$ cat src/rtl/s2ns_pkg.sv
package s2ns_pkg;

    localparam int unsigned F64_W     = 64;
    localparam int unsigned EXP_W     = 11;
    localparam int unsigned FRAC_W    = 52;
    localparam int unsigned MANT_W    = 53;
    localparam int unsigned SCALE_W   = 30;
    localparam int unsigned PROD_W    = MANT_W + SCALE_W;
    localparam int unsigned K_W       = 12;

    localparam logic [SCALE_W-1:0] NS_PER_S  = 30'd1000000000;
    localparam logic [EXP_W-1:0]   EXP_MAX   = 11'h7FF;
    localparam logic [K_W-1:0]     EXP_BIAS  = 12'd1075;
    localparam logic [K_W-1:0]     K_SAT     = 12'd11;
    localparam logic [K_W-1:0]     K_NEG_MIN = 12'hFCB; // -53

    localparam logic [F64_W-1:0]   INT64_MAX = 64'h7FFF_FFFF_FFFF_FFFF;
    localparam logic [F64_W-1:0]   INT64_MIN = 64'h8000_0000_0000_0000;

    // value class carried down the pipe
    typedef enum logic [1:0] {
        CLS_NUM,
        CLS_ZERO,
        CLS_SAT
    } s2ns_cls_t;

endpackage

$ cat src/rtl/s2ns_in_if.sv
interface s2ns_in_if;
    logic        valid;
    logic        ready;
    logic [63:0] seconds_bits;

    modport source (output valid, output seconds_bits, input ready);
    modport sink   (input valid, input seconds_bits, output ready);
endinterface

$ cat src/rtl/s2ns_out_if.sv
interface s2ns_out_if;
    logic               valid;
    logic               ready;
    logic signed [63:0] nanoseconds;

    modport source (output valid, output nanoseconds, input ready);
    modport sink   (input valid, input nanoseconds, output ready);
endinterface

$ cat src/rtl/seconds_to_nanoseconds_saturating_top.sv
// Channel   | Dir | Beat payload
// ----------+-----+-------------------------------------------------
// seconds   | in  | seconds_bits : binary64 pattern, seconds
// nanos     | out | nanoseconds  : signed 64-bit count, saturated
//
// Six register stages; one beat may enter each cycle unless all are full and stalled.
// Stage depth is set by the split 53x30 mantissa multiply and the 83-bit
// product add; rounding, alignment shift and sign fix-up follow.
// rst_n (async, active low) clears the valid bits only.
// Each stage holds while the next is full and stalled; bubbles close up,
// so a stalled output still lets earlier stages fill.
module seconds_to_nanoseconds_saturating_top (
    input  logic         clk,
    input  logic         rst_n,
    s2ns_in_if.sink      seconds,
    s2ns_out_if.source   nanos
);
    import s2ns_pkg::*;

    // ---------------- per-stage valid and ready ----------------
    logic v1_reg, v2_reg, v3_reg, v4_reg, v5_reg, v6_reg;
    logic r1, r2, r3, r4, r5, r6;

    assign r6 = !v6_reg || nanos.ready;
    assign r5 = !v5_reg || r6;
    assign r4 = !v4_reg || r5;
    assign r3 = !v3_reg || r4;
    assign r2 = !v2_reg || r3;
    assign r1 = !v1_reg || r2;

    assign seconds.ready = r1;

    always_ff @(posedge clk or negedge rst_n)
    begin
        if (!rst_n)
        begin
            v1_reg <= 1'b0;
            v2_reg <= 1'b0;
            v3_reg <= 1'b0;
            v4_reg <= 1'b0;
            v5_reg <= 1'b0;
            v6_reg <= 1'b0;
        end
        else
        begin
            if (r1) v1_reg <= seconds.valid;
            if (r2) v2_reg <= v1_reg;
            if (r3) v3_reg <= v2_reg;
            if (r4) v4_reg <= v3_reg;
            if (r5) v5_reg <= v4_reg;
            if (r6) v6_reg <= v5_reg;
        end
    end

    // ---------------- stage 1: unpack, split multiply ----------------
    // Subnormals and zeros scale to far below one half, so they go to zero.
    // Infinity saturates, NaN gives zero.
    logic [EXP_W-1:0]   in_exp;
    logic [FRAC_W-1:0]  in_frac;
    logic [MANT_W-1:0]  in_mant;
    s2ns_cls_t          cls1_next;

    assign in_exp  = seconds.seconds_bits[62:52];
    assign in_frac = seconds.seconds_bits[51:0];
    assign in_mant = {1'b1, in_frac};

    always_comb
    begin
        if (in_exp == '0)
            cls1_next = CLS_ZERO;
        else if (in_exp == EXP_MAX)
            cls1_next = (in_frac == '0) ? CLS_SAT : CLS_ZERO;
        else
            cls1_next = CLS_NUM;
    end

    logic               sign1_reg;
    s2ns_cls_t          cls1_reg;
    logic [EXP_W-1:0]   exp1_reg;
    logic [61:0]        plo1_reg;
    logic [50:0]        phi1_reg;

    always_ff @(posedge clk)
    begin
        if (r1 && seconds.valid)
        begin
            sign1_reg <= seconds.seconds_bits[63];
            cls1_reg  <= cls1_next;
            exp1_reg  <= in_exp;
            plo1_reg  <= 62'(in_mant[31:0]) * 62'(NS_PER_S);
            phi1_reg  <= 51'(in_mant[52:32]) * 51'(NS_PER_S);
        end
    end

    // ---------------- stage 2: product sum ----------------
    logic               sign2_reg;
    s2ns_cls_t          cls2_reg;
    logic [EXP_W-1:0]   exp2_reg;
    logic [PROD_W-1:0]  prod2_reg;

    always_ff @(posedge clk)
    begin
        if (r2 && v1_reg)
        begin
            sign2_reg <= sign1_reg;
            cls2_reg  <= cls1_reg;
            exp2_reg  <= exp1_reg;
            prod2_reg <= {phi1_reg, 32'b0} + PROD_W'(plo1_reg);
        end
    end

    // ---------------- stage 3: round product to 53 bits, RNE ----------------
    // Product of two normalised mantissas has its top bit at 82 or 81.
    logic [MANT_W-1:0]  rm_mant;
    logic               rm_rnd, rm_sticky, rm_inc;
    logic [MANT_W:0]    rm_sum;
    logic [MANT_W-1:0]  mant3_next;
    logic [K_W-1:0]     k3_next;

    always_comb
    begin
        if (prod2_reg[82])
        begin
            rm_mant   = prod2_reg[82:30];
            rm_rnd    = prod2_reg[29];
            rm_sticky = |prod2_reg[28:0];
        end
        else
        begin
            rm_mant   = prod2_reg[81:29];
            rm_rnd    = prod2_reg[28];
            rm_sticky = |prod2_reg[27:0];
        end
        rm_inc     = rm_rnd && (rm_sticky || rm_mant[0]);
        rm_sum     = {1'b0, rm_mant} + (MANT_W+1)'(rm_inc);
        mant3_next = rm_sum[MANT_W] ? rm_sum[MANT_W:1] : rm_sum[MANT_W-1:0];
        // value = mant * 2^k
        k3_next    = {1'b0, exp2_reg} - EXP_BIAS
                   + (prod2_reg[82] ? 12'd30 : 12'd29)
                   + K_W'(rm_sum[MANT_W]);
    end

    logic               sign3_reg;
    s2ns_cls_t          cls3_reg;
    logic [MANT_W-1:0]  mant3_reg;
    logic [K_W-1:0]     k3_reg;

    always_ff @(posedge clk)
    begin
        if (r3 && v2_reg)
        begin
            sign3_reg <= sign2_reg;
            cls3_reg  <= cls2_reg;
            mant3_reg <= mant3_next;
            k3_reg    <= k3_next;
        end
    end

    // ---------------- stage 4: range check and alignment ----------------
    logic               k_neg;
    logic               sat4_next;
    logic [F64_W-1:0]   q4_next;
    logic               half4_next;
    logic [5:0]         rsh;
    logic [MANT_W:0]    rsh_val;

    always_comb
    begin
        k_neg      = k3_reg[K_W-1];
        rsh        = 6'(-k3_reg);
        rsh_val    = {mant3_reg, 1'b0} >> rsh;
        sat4_next  = (cls3_reg == CLS_SAT) ||
                     ((cls3_reg == CLS_NUM) && !k_neg && (k3_reg >= K_SAT));
        q4_next    = '0;
        half4_next = 1'b0;
        if ((cls3_reg == CLS_NUM) && !sat4_next)
        begin
            if (!k_neg)
                q4_next = F64_W'(mant3_reg) << k3_reg[3:0];
            else if ($signed(k3_reg) >= $signed(K_NEG_MIN))
            begin
                q4_next    = F64_W'(rsh_val[MANT_W:1]);
                half4_next = rsh_val[0];
            end
        end
    end

    logic               sign4_reg;
    logic               sat4_reg;
    logic [F64_W-1:0]   q4_reg;
    logic               half4_reg;

    always_ff @(posedge clk)
    begin
        if (r4 && v3_reg)
        begin
            sign4_reg <= sign3_reg;
            sat4_reg  <= sat4_next;
            q4_reg    <= q4_next;
            half4_reg <= half4_next;
        end
    end

    // ---------------- stage 5: round half away from zero ----------------
    logic               sign5_reg;
    logic               sat5_reg;
    logic [F64_W-1:0]   mag5_reg;

    always_ff @(posedge clk)
    begin
        if (r5 && v4_reg)
        begin
            sign5_reg <= sign4_reg;
            sat5_reg  <= sat4_reg;
            mag5_reg  <= q4_reg + F64_W'(half4_reg);
        end
    end

    // ---------------- stage 6: sign and saturation, output register ----------------
    logic [F64_W-1:0]   res6_next;
    logic [F64_W-1:0]   res6_reg;

    always_comb
    begin
        if (sat5_reg)
            res6_next = sign5_reg ? INT64_MIN : INT64_MAX;
        else
            res6_next = sign5_reg ? (~mag5_reg + 64'd1) : mag5_reg;
    end

    always_ff @(posedge clk)
    begin
        if (r6 && v5_reg)
            res6_reg <= res6_next;
    end

    assign nanos.valid       = v6_reg;
    assign nanos.nanoseconds = $signed(res6_reg);

endmodule

$ cat src/flat_wrapper.sv
// flat-port wrapper written by rule: the top's interface ports become plain ports
module seconds_to_nanoseconds_saturating_top_flat import s2ns_pkg::*;
  (clk, rst_n, seconds_valid, seconds_seconds_bits, seconds_ready, nanos_valid, nanos_nanoseconds, nanos_ready);
  s2ns_in_if seconds_i ();
  s2ns_out_if nanos_i ();
  input  logic clk;
  input  logic rst_n;
  input wire logic [$bits(seconds_i.valid)-1:0] seconds_valid;
  input wire logic [$bits(seconds_i.seconds_bits)-1:0] seconds_seconds_bits;
  output wire logic [$bits(seconds_i.ready)-1:0] seconds_ready;
  output wire logic [$bits(nanos_i.valid)-1:0] nanos_valid;
  output wire logic [$bits(nanos_i.nanoseconds)-1:0] nanos_nanoseconds;
  input wire logic [$bits(nanos_i.ready)-1:0] nanos_ready;
  assign seconds_i.valid = seconds_valid;
  assign seconds_i.seconds_bits = seconds_seconds_bits;
  assign seconds_ready = seconds_i.ready;
  assign nanos_valid = nanos_i.valid;
  assign nanos_nanoseconds = nanos_i.nanoseconds;
  assign nanos_i.ready = nanos_ready;
  seconds_to_nanoseconds_saturating_top u_core (.clk(clk), .rst_n(rst_n), .seconds(seconds_i), .nanos(nanos_i));
endmodule
$ cat config.mk
export PLATFORM = sky130hd
export DESIGN_NAME = seconds_to_nanoseconds_saturating_top_flat
export DESIGN_NICKNAME = d
export VERILOG_FILES = /design/src/rtl/s2ns_pkg.sv /design/src/rtl/s2ns_in_if.sv /design/src/rtl/s2ns_out_if.sv /design/src/rtl/seconds_to_nanoseconds_saturating_top.sv /design/src/flat_wrapper.sv
export SDC_FILE = /design/constraint.sdc
export NUM_CORES = 2
export LEC_CHECK = 0
export BUFFER_PORTS_ARGS = -buffer_cell sky130_fd_sc_hd__clkbuf_2
export CORE_UTILIZATION = 50
export DETAILED_ROUTE_END_ITERATION = 7
export GPL_TIMING_DRIVEN = 1
export PLACE_DENSITY = 0.66
export SLEW_MARGIN = 20
export SYNTH_ARGS = -nofsm -noshare
export SYNTH_HDL_FRONTEND = slang
export SYNTH_SLANG_ARGS = --single-unit
export TNS_END_PERCENT = 1
$ cat constraint.sdc
create_clock -name clk -period 6.69 [get_ports clk]
set_input_delay 0.3345 -clock clk [delete_from_list [all_inputs] [get_ports clk]]
set_output_delay 0.3345 -clock clk [all_outputs]
set_load 0.03 [all_outputs]
==> results.md <==
- Mapped Area: 49900 um^2
- Cell Area, Placed: 54000 um^2
- Status: finished clean
- Final Setup Violations: 0
- Largest register FFs: 74
- Initial Util: 0.506
- Syn Area/Cell: 10.4 um^2
- Routed wl met3: 4750 um
- Reg2Reg Depth: 20
- Syn Inst Count: 4818
- H-tree Lvls: 2
- Main synth FF type: edfxtp_1
- DRT antenna net count: 0
- Post-Synth Adder-Cell Area: 0.337
- Most common cell after layout, fill and taps aside: inv_1
- Cell taking the most area after synthesis: edfxtp_1
- Post-route cell area: 55800 um^2
- Total CTS buffers: 49
- Hold WC Path Type: in -> async
- CTS Sinks: 468
- Max FO, Critical Path: 4
- Clk_lat worst skew: 0.60 ns
- Drt first pass iters: 6
- Worst setup EP type: flop
- CP Data Arrival Time: 6.82 ns
- Synthesis-stage register bit count: 468
- Crit path time final: 6.49 ns
- Vias in the first global route: 35.4k
- Fin. max-slew vios: 0
- GPL Wtd Cong: 0.951
- Root Driver: clkbuf_16
- Critical R2R Capture: u_core.k3_reg[10]
- Non-Filler Instances: 6493
- Post-Route WL: 119000 um
- Reg2Reg Setup Slack: 1.14 ns
- PortBufs: 133
- Slew HR: 0.302
- Most area-consuming cells after synthesis: edfxtp_1 28%, fa_1 20%, ha_1 14%
- Largest net degree at the start of global routing: 98
- Post-synth EDFFs: 462
- GRT Total Usage: 0.237
- Largest family of logic cells by synthesized area: adder cells
- Share of post-route cells with drive strength above 1: 0.125
- WP data required: 7.02 ns
- Core Region: 98600 um^2
- Worst path cell trace: clkbuf_2, clkinvlp_4, buf_4, ha_1, buf_4, fa_1, fa_1, fa_1, inv_1, fa_1, inv_1, fa_1, fa_1, ha_1, and3_1, nand3_1, o41a_1, a211oi_1, a31o_2, nor2b_1, o31a_1, o31ai_1, a21oi_1, xnor2_1
- Grt total ovfl: 0
- Die height: 318 um
- Fin util: 0.566
- Initial antenna violation count: 0
- FF-to-FF Start: u_core.prod2_reg[82]
- Syn Nets: 5927
- Proportion of synthesized area in mux cells: 0.0553
- Final setup margin: 0.195 ns
- Met2 wire length: 59400 um
- Yosys warning count: 0
- Simple-gate share of the synthesized area: 0.113
- Vias per inst: 5.44
- First-pass GRT wire length: 191000 um
- Initial drt markers: 2511
- RSZ-0062 raised after global routing: true
- # Max-Cap Violations: 0
- Routed wire per std cell: 18.3 um
- Fin. Hold Viols: 0
- Drt drc: 0
- Compound-Gate Fraction of Synth Area: 0.0903
- Detail Placement HPWL: 101000 um
- Final period util: 0.971
- Ys async rst share: 0.0128
- Area growth syn-to-layout: 11.8%
- Most frequent cells in the layout: 782 x inv_1, 537 x ha_1, 502 x fa_1
- Chip width: 318 um
- Post-synth top area share: 0.278
- CP max stage cell: fa_1
- Crit Path Class: in -> reg
- Distinct cells, synth: 87
- CP most frequent cell: fa_1
- IO Count: 134
- Clk buf depth: 3
- CTS tree: built
- Die area: 101000 um^2
- CP Launch Type: primary input
- Least-Margin Pin Slew: 1.04 ns
- Diodes inserted: 0
- XOR/XNOR share of the synthesized area: 0.0525
- Setup WS pre-CTS: -0.477 ns
- Metal-1 WL: 51900 um
- Vias: 35.3k
- Post-synthesis sequential area ratio: 0.281
- Reg clk slew, reported paths: 0.06 ns
- # nets final: 6276
- Fmax achieved: 154 MHz
- Slowest Stage Delay on Critical Path: 0.56 ns
- Dpl cells: 6387
- Clock skew: 0.0308 ns
- Top Metal Used: met4
- # rows: 115
==> cell usage after synthesis, drive strengths merged (55+ instances only) <==
cell type and n:
o21ai 157, nand3 101, fa 502, xnor2 200
a21oi 229, nand2 379, nor3 59, nor2 307
inv 789, ha 539, mux4 71, a21o 61
nand4 55, edfxtp 462, xor2 99, nor2b 55
clkbuf 106, mux2i 92
==> critical path, delay by kind of cell <==
| kind | cells | cell delay (ns) |
|---|---|---|
| simple gates | 3 | 0.41 |
| fa+ha+maj | 8 | 3.68 |
| compound gates | 6 | 1.56 |
| xor+xnor | 1 | 0.13 |
| buf+inv | 6 | 0.72 |
==> final cells by class <==
cell class              count  area (um^2)
fillers                  8579        42800
multi-input cells        3413        32500
flip-flops and latches    468        14000
repair buffers            442         3060
inverters                 793         2990
well taps                1287         1610
clock buffers              58         1260
clock inverters            32          352
==> kinds of logic (layout without fill, tap and decap cells) <==
logic type / Yosys count / after routing
XOR/XNOR: 299 / 299
AND/OR/NAND/NOR: 1173 / 1173
flip-flops: 468 / 468
AO/OA/AOI/OAI: 716 / 716
multiplexers: 184 / 184
adder cells (fa/ha/maj): 1041 / 1041
buffers and inverters: 937 / 1325
==> what timing repair did <==
action | 4_1_cts | 5_1_grt
endpoints found under the setup margin | 0 | 5
buffers inserted | 0 | 2
endpoints found under the hold margin | 19 | 0
resized for setup | 0 | 13
hold buffers | 14 | 0
==> per-layer routing <==
| layer | vias up | GRT usage |
|---|---|---|
| li1 | 17200 | - |
| met4 | 0 | 0.0605 |
| met1 | 17100 | 0.311 |
| met5 | - | 0 |
| met2 | 885 | 0.417 |
| met3 | 169 | 0.0246 |
==> per-stage QoR <==
| step | hold WS [ns] | setup TNS, ns |
|---|---|---|
| floorplan | 0.0389 | 0 |
| global placement | 0.167 | -2.75 |
| detailed placement | 0.166 | -4.29 |
| CTS | 0.0598 | 0 |
| global route | 0.0714 | -0.0367 |
| finish | 0.0879 | 0 |
==> worst max-delay path by stage <==
| stage | end | slack [ns] | cells after the start | from |
|---|---|---|---|---|
| after floorplan | u_core.plo1_reg[58] | 0.02 | 23 | seconds_seconds_bits[3] |
| after global placement | u_core.plo1_reg[58] | -0.42 | 23 | seconds_seconds_bits[3] |
| after detailed placement | u_core.plo1_reg[58] | -0.48 | 23 | seconds_seconds_bits[3] |
| after CTS | u_core.plo1_reg[58] | 0.13 | 23 | seconds_seconds_bits[3] |
| after global routing | u_core.plo1_reg[58] | -0.04 | 23 | seconds_seconds_bits[8] |
| final | u_core.plo1_reg[55] | 0.20 | 24 | seconds_seconds_bits[8] |
Power is not shown: default switching activity piles up to over one toggle a cycle in this logic, so the estimate is an artifact.
